$ cat src/rtl/rtc_pkg.sv
// ----------------------------------------------------------------------------
// rtc_pkg
// Shared constants and pipeline payload types of the ranging timing budget
// calculator.
// ----------------------------------------------------------------------------
`default_nettype none
package rtc_pkg;

	localparam int unsigned MacroBits = 20;
	localparam int unsigned UsBits    = 23;
	localparam int unsigned QuotBits  = 20;
	localparam int unsigned DivStages = 5;
	localparam int unsigned DivStep   = QuotBits / DivStages;

	localparam logic [11:0] MacroWhole  = 12'd3813;
	localparam logic [6:0]  MacroFrac   = 7'd120;
	localparam logic [9:0]  MacroRound  = 10'd500;
	localparam logic [18:0] Recip1000   = 19'd268436;
	localparam logic [29:0] Recip125    = 30'd549755814;

	localparam logic [31:0] StartEndUs  = 32'd2870;
	localparam logic [31:0] SetStartUs  = 32'd2280;
	localparam logic [31:0] TccOvhUs    = 32'd590;
	localparam logic [31:0] DssOvhUs    = 32'd690;
	localparam logic [31:0] MsrcOvhUs   = 32'd660;
	localparam logic [31:0] PreOvhUs    = 32'd660;
	localparam logic [31:0] FinalOvhUs  = 32'd550;
	localparam logic [31:0] MinBudgetUs = 32'd20000;

	localparam logic [1:0] StatusOk      = 2'd0;
	localparam logic [1:0] StatusBelow   = 2'd1;
	localparam logic [1:0] StatusNoRoom  = 2'd2;

	typedef struct packed {
		logic tcc;
		logic dss;
		logic msrc;
		logic pre;
		logic fin;
	} steps_t;

	typedef struct packed {
		steps_t                 steps;
		logic [UsBits-1:0]      step_us;
		logic [UsBits-1:0]      pre_us;
		logic [UsBits-1:0]      fin_us;
		logic [15:0]            pre_clk;
		logic [MacroBits-1:0]   m_fin;
		logic [31:0]            req;
	} conv_t;

	typedef struct packed {
		logic [31:0] total;
		logic [1:0]  status;
		logic        wr;
		logic        pre;
		logic [15:0] pre_clk;
	} side_t;

endpackage
`default_nettype wire

$ cat src/rtl/rtc_div.sv
// ----------------------------------------------------------------------------
// rtc_div
// Pipelined restoring divider: DivStep quotient bits per stage, side data
// carried alongside.
// ----------------------------------------------------------------------------
`default_nettype none
module rtc_div (
	input  wire logic                               clk,
	input  wire logic                               arst_n,
	input  wire logic                               en,
	input  wire logic                               in_valid,
	input  wire logic [31:0]                        num,
	input  wire logic [rtc_pkg::MacroBits-1:0]      den,
	input  wire rtc_pkg::side_t                     in_side,
	output logic                                    out_valid,
	output logic [rtc_pkg::QuotBits-1:0]            quot,
	output logic                                    den_zero,
	output rtc_pkg::side_t                          out_side
);

	localparam int unsigned NS = rtc_pkg::DivStages;
	localparam int unsigned NB = rtc_pkg::DivStep;
	localparam int unsigned QB = rtc_pkg::QuotBits;
	localparam int unsigned MB = rtc_pkg::MacroBits;

	logic [NS:0]         v;
	logic [31:0]         rem   [NS+1];
	logic [QB-1:0]       q     [NS+1];
	logic [MB-1:0]       d     [NS+1];
	rtc_pkg::side_t      side  [NS+1];

	assign v[0]    = in_valid;
	assign rem[0]  = num;
	assign q[0]    = '0;
	assign d[0]    = den;
	assign side[0] = in_side;

	for (genvar g = 0; g < NS; g++) begin : g_stage
		logic [31:0]   rem_n;
		logic [QB-1:0] q_n;

		always_comb begin
			logic [31+MB:0] sub;
			rem_n = rem[g];
			q_n   = q[g];
			for (int j = 0; j < NB; j++) begin
				sub = (32+MB)'(d[g]) << (QB - 1 - g * NB - j);
				if ((32+MB)'(rem_n) >= sub) begin
					rem_n = rem_n - sub[31:0];
					q_n[QB - 1 - g * NB - j] = 1'b1;
				end
			end
		end

		always_ff @(posedge clk or negedge arst_n) begin
			if (!arst_n) begin
				v[g+1] <= 1'b0;
			end else if (en) begin
				v[g+1] <= v[g];
			end
		end

		always_ff @(posedge clk) begin
			if (en) begin
				rem[g+1]  <= rem_n;
				q[g+1]    <= q_n;
				d[g+1]    <= d[g];
				side[g+1] <= side[g];
			end
		end
	end

	assign out_valid = v[NS];
	assign quot      = q[NS];
	assign den_zero  = (d[NS] == '0);
	assign out_side  = side[NS];

endmodule
`default_nettype wire

$ cat config.mk
export PLATFORM = sky130hd
export DESIGN_NAME = rtc_div
export DESIGN_NICKNAME = d
export VERILOG_FILES = /design/src/rtl/rtc_pkg.sv /design/src/rtl/rtc_div.sv
export SDC_FILE = /design/constraint.sdc
export NUM_CORES = 2
export LEC_CHECK = 0
export ABC_AREA = 1
export ABC_CLOCK_PERIOD_IN_PS = 22100
export BUFFER_PORTS_ARGS = -buffer_cell sky130_fd_sc_hd__buf_2
export CAP_MARGIN = 5
export CORE_MARGIN = 2
export CORE_UTILIZATION = 55
export CTS_BUF_LIST = sky130_fd_sc_hd__clkbuf_16
export DETAILED_ROUTE_END_ITERATION = 8
export PLACE_DENSITY = 0.69
export RECOVER_POWER = 50
export SETUP_SLACK_MARGIN = 0.02
export SLEW_MARGIN = 20
export SYNTH_ARGS = -nofsm -noshare
export SYNTH_HDL_FRONTEND = slang
export SYNTH_SLANG_ARGS = --single-unit
$ cat constraint.sdc
create_clock -name clk -period 22.1 [get_ports clk]
set_input_delay 0 -clock clk [delete_from_list [all_inputs] [get_ports clk]]
set_output_delay 0 -clock clk [all_outputs]
set_load 0.05 [all_outputs]
==> impl_metrics.json <==
{
  "die_height_microns": 276.8,
  "clk_pin_slew_worst_paths_ns": 0.06,
  "critical_path.max_fanout": 35,
  "io_pins": 182,
  "worstPathArrival_ns": 13.62,
  "cts_root_buf": "clkbuf_16",
  "area_delta_synth_final_pct": 10.14,
  "fp.dieW_microns": 276.8,
  "track_usage_pct": 28.01,
  "violations": "max-capacitance violations, max-slew violations",
  "final_area_sq_mm": 0.04507,
  "dr.first_iter.drc_count": 2706,
  "postPlaceCellArea_sq_mm": 0.04238,
  "fillers": 6562,
  "firstDrtPassIters": 6,
  "post_cts_buffers": 0,
  "synthTopCellsByArea": "edfxtp_1 (40%), ha_1 (11%), nand2_1 (11%)",
  "wl_per_cell_microns": 17.64,
  "outcome": "finished, violations left",
  "cts_tree": "done",
  "avgViaCountPerCell": 5.548,
  "synthFlopType": "edfxtp_1",
  "synth_edf_count": 548,
  "start_util_pct": 55.25,
  "drt_wl_total_microns": 108300,
  "drv_cap": 1,
  "synth.net_count": 5399,
  "timing.hold.ws_ns": 0.06809,
  "cts_made_buffers": 58,
  "hold_class": "primary input to flip-flop",
  "ys_warn_count": 0,
  "antenna_found_initial": 5,
  "nets": 5621,
  "synthCells": 4900,
  "io_buffer_count": 181,
  "critical-path-top-delay-family": "compound AO/OA/AOI/OAI gates",
  "ys_top_cells_by_count": "nand2_1 (1215), edfxtp_1 (548), inv_1 (533), o21ai_0 (446), a21oi_1 (383)",
  "worst_path_largest_cell_delay_ns": 0.86,
  "grt_remaining_overflow": 0,
  "cp.required_ns": 22.52,
  "max_clock_freq_mhz": 75.74,
  "rows": 100,
  "coreArea_sq_mm": 0.07407,
  "num_vias": 34060,
  "fin_crit_sh_pct": 59.74,
  "cp-start-kind": "flip-flop",
  "slew_headroom_pct": -332.9,
  "tns_ns": 0,
  "h-tree-depth": 2,
  "path_buf_inv": 7,
  "worst_path_most_repeated_cell": "o21ai_0",
  "timing.final.hold_violations": 0,
  "clockBufferDepth": 3,
  "cpMaxStageDelayCell": "and3_1",
  "post-dp-hpwl_microns": 85420,
  "tightest_slew_ns": 6.493,
  "drc": 0,
  "async_reset_ff_share_pct": 0.9042,
  "maxSlewViolCount": 111,
  "grt_pass1_wl_microns": 171300,
  "clock_skew_ns": 0.02470,
  "synth.distinct_cells": 71,
  "cts-resized-gates": 0,
  "grt_max_degree": 111,
  "cts.sinks": 553,
  "rsz0062_at_grt": "no",
  "critical_path_class": "flip-flop to flip-flop",
  "fin_crit_ns": 13.20,
  "syn_avg_cell_area_sq_um": 8.352,
  "end_kind": "flip-flop",
  "synth-seq-cells": 553,
  "synth.most_common_cell": "nand2_1",
  "die_area_sq_mm": 0.07660,
  "yosysTopAreaCell": "edfxtp_1",
  "yosys.area.top_type_share_pct": 40.21,
  "clk_latency_ns": 0.64,
  "drive_gt1_share_pct": 6.095,
  "synth_sequential_area_ratio_pct": 40.52,
  "finalWeightedCongestion": 1.011,
  "setup_viol": 0,
  "grt_pass1_vias": 32210,
  "ant_nets": 0,
  "syn_area_sq_mm": 0.04092
}
[layout by cell type, fill, tap and decap left out, types with 101 or more instances in the layout]
cell type and count:
o21ai_0 446, nand2_1 1215, nor2_1 316, xnor2_1 140, edfxtp_1 548, inv_1 542
ha_1 372, a21oi_1 383, buf_2 101, xor2_1 151, nand3_1 206
[through the flow]
step	setup slack, ns	instances	utilization [%]
2_1_floorplan	12.56	4900	-
3_3_place_gp	9.059	5937	57.21
3_5_place_dp	9.075	5937	57.21
4_1_cts	9.046	6137	60.98
5_1_grt	7.571	6137	60.85
6_report	8.898	6138	60.85
[state kept, by name (all words and copies together), names as in the netlist]
register,cells
rem,128
d,100
g_stage.q_n,40
out_side,52
side,208
v,4
quot,20
out_valid,1
[area by class of cell]
class | instances | area, sq um | share of cell area, %
clock inverter | 48 | 395.4 | 0.8772
multi-input combinational | 3674 | 21540 | 47.79
timing repair buffer | 284 | 1814 | 4.025
sequential | 553 | 16580 | 36.79
antenna | 1 | 2.502 | 0.005552
inverter | 551 | 2077 | 4.608
tap | 969 | 1212 | 2.690
clock buffer | 58 | 1451 | 3.220
[per-layer routing]
metal  vias up  share of wire, %  GRT usage, %
met2      1023                45         45.16
met1     15600                45         39.00
met5         -             0.013             0
met4         2               3.0         8.459
met3       169               6.7         4.412
li1      17260                 -             -
[path summary, 6_finish.rpt]
| path | from | end | slack [ns] | cells past startpoint |
|---|---|---|---|---|
| max | d[81] | rem[124] | 8.90 | 46 |
| min | in_side[46] | side[254] | 0.07 | 2 |
| max reg2reg | d[81] | rem[124] | 8.90 | 46 |
| min reg2reg | side[138] | side[86] | 0.40 | 0 |
| max in group asynchronous | arst_n | v[2] | 21.62 | 3 |
| min in group asynchronous | arst_n | out_valid | 0.29 | 3 |
[kinds of logic after synthesis]
kind of cell	synth area share, %
buf+inv	6.922
simple gates	20.81
xor+xnor	6.228
mux	0.02751
fa+ha+maj	12.30
compound gates	13.19
flops	40.52
[timing repair]
action,4_1_cts,5_1_grt
setup endpoints to repair,0,0
hold endpoints to repair,132,0
hold buffers,94,0
Power is not shown: default switching activity piles up to over one toggle a cycle in this logic, so the estimate is an artifact.
