## config.mk

```make
export PLATFORM = sky130hd
export DESIGN_NAME = rtc_front
export DESIGN_NICKNAME = d
export VERILOG_FILES = /design/src/rtl/rtc_pkg.sv /design/src/rtl/rtc_front.sv
export SDC_FILE = /design/constraint.sdc
export NUM_CORES = 2
export LEC_CHECK = 0
export BUFFER_PORTS_ARGS = -buffer_cell sky130_fd_sc_hd__buf_2
export CORE_ASPECT_RATIO = 0.75
export CORE_UTILIZATION = 45
export DETAILED_ROUTE_END_ITERATION = 16
export SYNTH_ARGS = -nofsm -noshare
export SYNTH_HDL_FRONTEND = slang
export SYNTH_SLANG_ARGS = --single-unit
export TNS_END_PERCENT = 100
```

## constraint.sdc

```tcl
create_clock -name clk -period 7.7 [get_ports clk]
set_clock_uncertainty 0.1 [all_clocks]
set_input_delay 1.54 -clock clk [delete_from_list [all_inputs] [get_ports clk]]
set_output_delay 1.54 -clock clk [all_outputs]
set_load 0.01 [all_outputs]
```

## src/rtl/rtc_pkg.sv

```systemverilog
// ----------------------------------------------------------------------------
// rtc_pkg
// Shared constants and pipeline payload types of the ranging timing budget
// calculator.
// ----------------------------------------------------------------------------
`default_nettype none
package rtc_pkg;

	localparam int unsigned MacroBits = 20;
	localparam int unsigned UsBits    = 23;
	localparam int unsigned QuotBits  = 20;
	localparam int unsigned DivStages = 5;
	localparam int unsigned DivStep   = QuotBits / DivStages;

	localparam logic [11:0] MacroWhole  = 12'd3813;
	localparam logic [6:0]  MacroFrac   = 7'd120;
	localparam logic [9:0]  MacroRound  = 10'd500;
	localparam logic [18:0] Recip1000   = 19'd268436;
	localparam logic [29:0] Recip125    = 30'd549755814;

	localparam logic [31:0] StartEndUs  = 32'd2870;
	localparam logic [31:0] SetStartUs  = 32'd2280;
	localparam logic [31:0] TccOvhUs    = 32'd590;
	localparam logic [31:0] DssOvhUs    = 32'd690;
	localparam logic [31:0] MsrcOvhUs   = 32'd660;
	localparam logic [31:0] PreOvhUs    = 32'd660;
	localparam logic [31:0] FinalOvhUs  = 32'd550;
	localparam logic [31:0] MinBudgetUs = 32'd20000;

	localparam logic [1:0] StatusOk      = 2'd0;
	localparam logic [1:0] StatusBelow   = 2'd1;
	localparam logic [1:0] StatusNoRoom  = 2'd2;

	typedef struct packed {
		logic tcc;
		logic dss;
		logic msrc;
		logic pre;
		logic fin;
	} steps_t;

	typedef struct packed {
		steps_t                 steps;
		logic [UsBits-1:0]      step_us;
		logic [UsBits-1:0]      pre_us;
		logic [UsBits-1:0]      fin_us;
		logic [15:0]            pre_clk;
		logic [MacroBits-1:0]   m_fin;
		logic [31:0]            req;
	} conv_t;

	typedef struct packed {
		logic [31:0] total;
		logic [1:0]  status;
		logic        wr;
		logic        pre;
		logic [15:0] pre_clk;
	} side_t;

endpackage
`default_nettype wire

```

## src/rtl/rtc_front.sv

```systemverilog
// ----------------------------------------------------------------------------
// rtc_front
// Three stages: macro periods and clock counts, clock-by-period products,
// and the scaling of the products to microseconds.
// ----------------------------------------------------------------------------
`default_nettype none
module rtc_front (
	input  wire logic               clk,
	input  wire logic               arst_n,
	input  wire logic               en,
	input  wire logic               in_valid,
	input  wire logic [7:0]         step_enables,
	input  wire logic [7:0]         msrc_timeout_raw,
	input  wire logic [15:0]        pre_range_timeout_code,
	input  wire logic [15:0]        final_range_timeout_code,
	input  wire logic [7:0]         pre_vcsel_raw,
	input  wire logic [7:0]         final_vcsel_raw,
	input  wire logic [31:0]        requested_budget_us,
	output logic                    out_valid,
	output rtc_pkg::conv_t          out_data
);

	localparam int unsigned MB = rtc_pkg::MacroBits;

	function automatic logic [MB-1:0] macro_of(input logic [7:0] raw);
		logic [7:0]  p;
		logic [14:0] x;
		logic [33:0] r;
		p = {raw[6:0] + 7'd1, 1'b0};
		x = 15'(p) * 15'(rtc_pkg::MacroFrac) + 15'(rtc_pkg::MacroRound);
		r = 34'(x) * 34'(rtc_pkg::Recip1000);
		return MB'(p) * MB'(rtc_pkg::MacroWhole) + MB'(r[33:28]);
	endfunction

	function automatic logic [15:0] decode(input logic [15:0] w);
		logic [15:0] sh;
		sh = (w[15:8] < 8'd16) ? 16'(w[7:0]) << w[11:8] : 16'd0;
		return sh + 16'd1;
	endfunction

	function automatic logic [rtc_pkg::UsBits-1:0] to_us(input logic [31:0] a);
		logic [58:0] r;
		r = 59'(a[31:3]) * 59'(rtc_pkg::Recip125);
		return r[58:36];
	endfunction

	logic            v_s1, v_s2, v_s3;
	rtc_pkg::steps_t steps_s1, steps_s2;
	logic [MB-1:0]   m_pre_s1, m_fin_s1, m_pre_s2, m_fin_s2;
	logic [8:0]      step_clk_s1;
	logic [15:0]     pre_clk_s1, fin_clk_s1, pre_clk_s2;
	logic [31:0]     req_s1, req_s2;
	logic [31:0]     a_step_s2, a_pre_s2, a_fin_s2;
	logic [15:0]     pre_dec, fin_dec;

	assign pre_dec = decode(pre_range_timeout_code);
	assign fin_dec = decode(final_range_timeout_code);

	always_ff @(posedge clk or negedge arst_n) begin
		if (!arst_n) begin
			v_s1 <= 1'b0;
			v_s2 <= 1'b0;
			v_s3 <= 1'b0;
		end else if (en) begin
			v_s1 <= in_valid;
			v_s2 <= v_s1;
			v_s3 <= v_s2;
		end
	end

	always_ff @(posedge clk) begin
		if (en) begin
			steps_s1.tcc  <= step_enables[4];
			steps_s1.dss  <= step_enables[3];
			steps_s1.msrc <= step_enables[2];
			steps_s1.pre  <= step_enables[6];
			steps_s1.fin  <= step_enables[7];
			m_pre_s1      <= macro_of(pre_vcsel_raw);
			m_fin_s1      <= macro_of(final_vcsel_raw);
			step_clk_s1   <= 9'(msrc_timeout_raw) + 9'd1;
			pre_clk_s1    <= pre_dec;
			fin_clk_s1    <= step_enables[6] ? fin_dec - pre_dec : fin_dec;
			req_s1        <= requested_budget_us;

			steps_s2  <= steps_s1;
			m_pre_s2  <= m_pre_s1;
			m_fin_s2  <= m_fin_s1;
			pre_clk_s2 <= pre_clk_s1;
			req_s2    <= req_s1;
			a_step_s2 <= 32'(32'(step_clk_s1) * 32'(m_pre_s1)) + 32'(m_pre_s1 >> 1);
			a_pre_s2  <= 32'(36'(pre_clk_s1) * 36'(m_pre_s1)) + 32'(m_pre_s1 >> 1);
			a_fin_s2  <= 32'(36'(fin_clk_s1) * 36'(m_fin_s1)) + 32'(m_fin_s1 >> 1);

			out_data.steps   <= steps_s2;
			out_data.step_us <= to_us(a_step_s2);
			out_data.pre_us  <= to_us(a_pre_s2);
			out_data.fin_us  <= to_us(a_fin_s2);
			out_data.pre_clk <= pre_clk_s2;
			out_data.m_fin   <= m_fin_s2;
			out_data.req     <= req_s2;
		end
	end

	assign out_valid = v_s3;

endmodule
`default_nettype wire

```

==> flow_metrics.py <==
metrics = {
    "run_status": {
        "status": "finished, violations left",
        "violations": "setup timing",
    },
    "route": {
        "dr.pass1.iters": 5,
        "wirelength_um": 212900,
        "drtIter0Drc": 3349,
        "ant_nets": 0,
        "drc": 0,
        "routedWlPerCell_um": 18.46,
        "viasPerCell": 5.031,
        "vias": 58000,
    },
    "finish": {
        "area_delta_synth_final_pct": 12.33,
        "final_cells": 11530,
        "num-fill-cells": 17280,
        "nets": 12240,
        "drive_above_1_share_pct": 11.57,
        "post-route-util_pct": 50.89,
    },
    "timing": {
        "finalMaxSlewViolations": 0,
        "timing.final.crit_period_ps": 10640,
        "setup_ws_ps": -2944,
        "max_freq_mhz": 93.95,
        "fin_crit_sh_pct": 138.2,
        "tightest_slew_ps": 1079,
        "rsz0062_at_grt": "true",
        "hold_viol_final": 0,
        "setup_viol": 40,
        "max_slew_margin_pct": 28.10,
        "hold_ws_ps": 298.5,
    },
    "critical_path": {
        "regToRegSetupSlack_ps": 180,
        "critPathMaxStageDelay_ps": 520,
        "critPathKind": "in2reg",
        "setup.worst_path.start_class": "input pin",
        "endpoint_kind": "flop",
        "critPathMaxFanout": 5,
        "cp_top_family": "adder cells",
        "crit_arrival_ps": 10950,
        "critPathSlowestCell": "fa_1",
        "cp_num_buf_inv": 8,
        "required_ps": 8010,
        "cp_common_cell": "ha_4",
    },
    "placed_design": {
        "dp.cells": 11350,
        "port_buffers": 235,
        "dp_hpwl_um": 181700,
        "dp_slack_ps": -3937,
        "place.gp.congestion": 0.8994,
    },
    "clocking": {
        "cts.path.max_buffers": 3,
        "tritoncts": "built",
        "clkLatencyLatePin_ps": 730,
        "cts_sinks": 419,
        "clk_pin_slew_worst_paths_ps": 60,
        "cts_hold_buf": 0,
        "cts-root-buf": "clkbuf_16",
        "h-tree-depth": 2,
        "cts-buffers-inserted": 54,
    },
    "yosys": {
        "async_reset_ff_share_pct": 0.7160,
        "synthTopCellsByCount": "2,114 x inv_1, 1,666 x ha_1, 1,530 x fa_1, 631 x nand2_1, 416 x edfxtp_1",
        "synth_area_mm2": 0.08667,
        "avgSynthCellArea_um2": 10.41,
        "synth_top_area_share_pct": 35.34,
        "ys_warn_count": 0,
        "yosys.area.top_type": "fa_1",
        "synth_edf_count": 416,
        "postSynthCellCount": 8323,
        "ys_ff_latch": 419,
        "ys_seq_area_share_pct": 14.50,
        "yosys_most_used_dff": "edfxtp_1",
        "yosysMostFrequentCell": "inv_1",
        "synth_area_leaders": "fa_1 35%, ha_1 24%, edfxtp_1 14%",
        "yosys.cell_types.count": 86,
    },
    "global_route": {
        "antenna_found_initial": 15,
        "grt_first_pass_wirelength_um": 343800,
        "grt_max_degree": 124,
        "grt.overflow.total": 0,
        "track_usage_pct": 22.56,
        "grt_pass1_vias": 62020,
    },
    "floorplan": {
        "die_width_um": 508.8,
        "core_region_area_mm2": 0.1913,
        "start_util_pct": 45.30,
        "rows": 139,
        "die_area_mm2": 0.1944,
        "chipHeight_um": 382.1,
        "io_pins": 243,
    },
    "flow_run": {
        "drv_cap": 0,
    },
    "hold_path": {
        "hold_class": "reg2reg",
    },
}
==> path summary, 6_finish.rpt <==
| path | startpoint | end | cells after the start |
|---|---|---|---|
| setup / recovery | final_vcsel_raw[0] | m_fin_s1[19]$_DFFE_PP_ | 51 |
| hold / removal | pre_clk_s2[13]$_DFFE_PP_ | out_data[65]$_DFFE_PP_ | 0 |
| setup reg to reg | a_pre_s2[21]$_DFFE_PP_ | out_data[111]$_DFFE_PP_ | 26 |
| hold reg to reg | pre_clk_s2[13]$_DFFE_PP_ | out_data[65]$_DFFE_PP_ | 0 |
| max in group asynchronous | arst_n | v_s1$_DFFE_PN0P_ | 1 |
| min in group asynchronous | arst_n | v_s2$_DFFE_PN0P_ | 1 |
==> layer usage <==
metal | part of all wire [%] | global-route usage, % | up-vias
li1 | - | - | 27370
met4 | 1.4 | 3.258 | 14
met2 | 42 | 33.11 | 1296
met1 | 50 | 35.06 | 29160
met3 | 6.6 | 3.990 | 160
met5 | 0.042 | 0 | -
==> through the flow <==
step	area, µm²	setup TNS, ps
2_1_floorplan	87080	-94930
3_3_place_gp	93980	-118000
3_5_place_dp	93980	-121130
4_1_cts	96640	-81530
5_1_grt	97350	-99520
6_report	97360	-83030
==> layout make-up <==
type / instances / area (µm²) / share of cell area (%)
Antenna cell: 5 / 12.51 / 0.01285
Inverter: 2123 / 7991 / 8.208
Timing Repair Buffer: 723 / 5092 / 5.230
Clock buffer: 62 / 1381 / 1.419
Clock inverter: 37 / 411.6 / 0.4228
Tap cell: 2538 / 3176 / 3.262
Multi-Input combinational cell: 5622 / 66730 / 68.54
Sequential cell: 419 / 12570 / 12.91
==> repair_timing <==
action / CTS / global route
gates cloned: 0 / 0
setup buffers: 56 / 57
hold endpoints to repair: 0 / 0
resized for setup: 115 / 97
setup endpoints to repair: 40 / 57
pin swaps: 95 / 112
==> state kept, by name (all words and copies together) (netlist names), 5 cells and up <==
name         cells
a_fin_s2        29
a_pre_s2        29
a_step_s2       27
fin_clk_s1      16
m_fin_s1        20
m_fin_s2        20
m_pre_s1        20
out_data       140
pre_clk_s1      16
pre_clk_s2      16
req_s1          32
req_s2          32
step_clk_s1      9
steps_s1         5
steps_s2         5
==> cells in the final DEF, fill, tap and decap left out, drive strengths merged, types with 131 or more instances in the layout <==
master     n
inv     2127
nand2    631
o21ai    131
and2     311
edfxtp   416
xnor2    213
buf      723
ha      1666
nor2     180
a21oi    208
fa      1530
==> kinds of logic (layout without fill, tap and decap cells) <==
family | after synthesis | in the layout | share of synthesized area, %
fa+ha+maj | 3198 | 3198 | 59.41
xor+xnor | 310 | 310 | 3.187
simple gates | 1438 | 1438 | 7.902
other cells | 1 | 7 | 0.004327
flops | 419 | 419 | 14.50
compound gates | 647 | 647 | 4.754
buf+inv | 2283 | 2945 | 9.906
mux | 27 | 27 | 0.3320
Power is left out: the tool's default activity adds up to more than one toggle a clock period on the data nets, which glitch-free logic cannot reach.
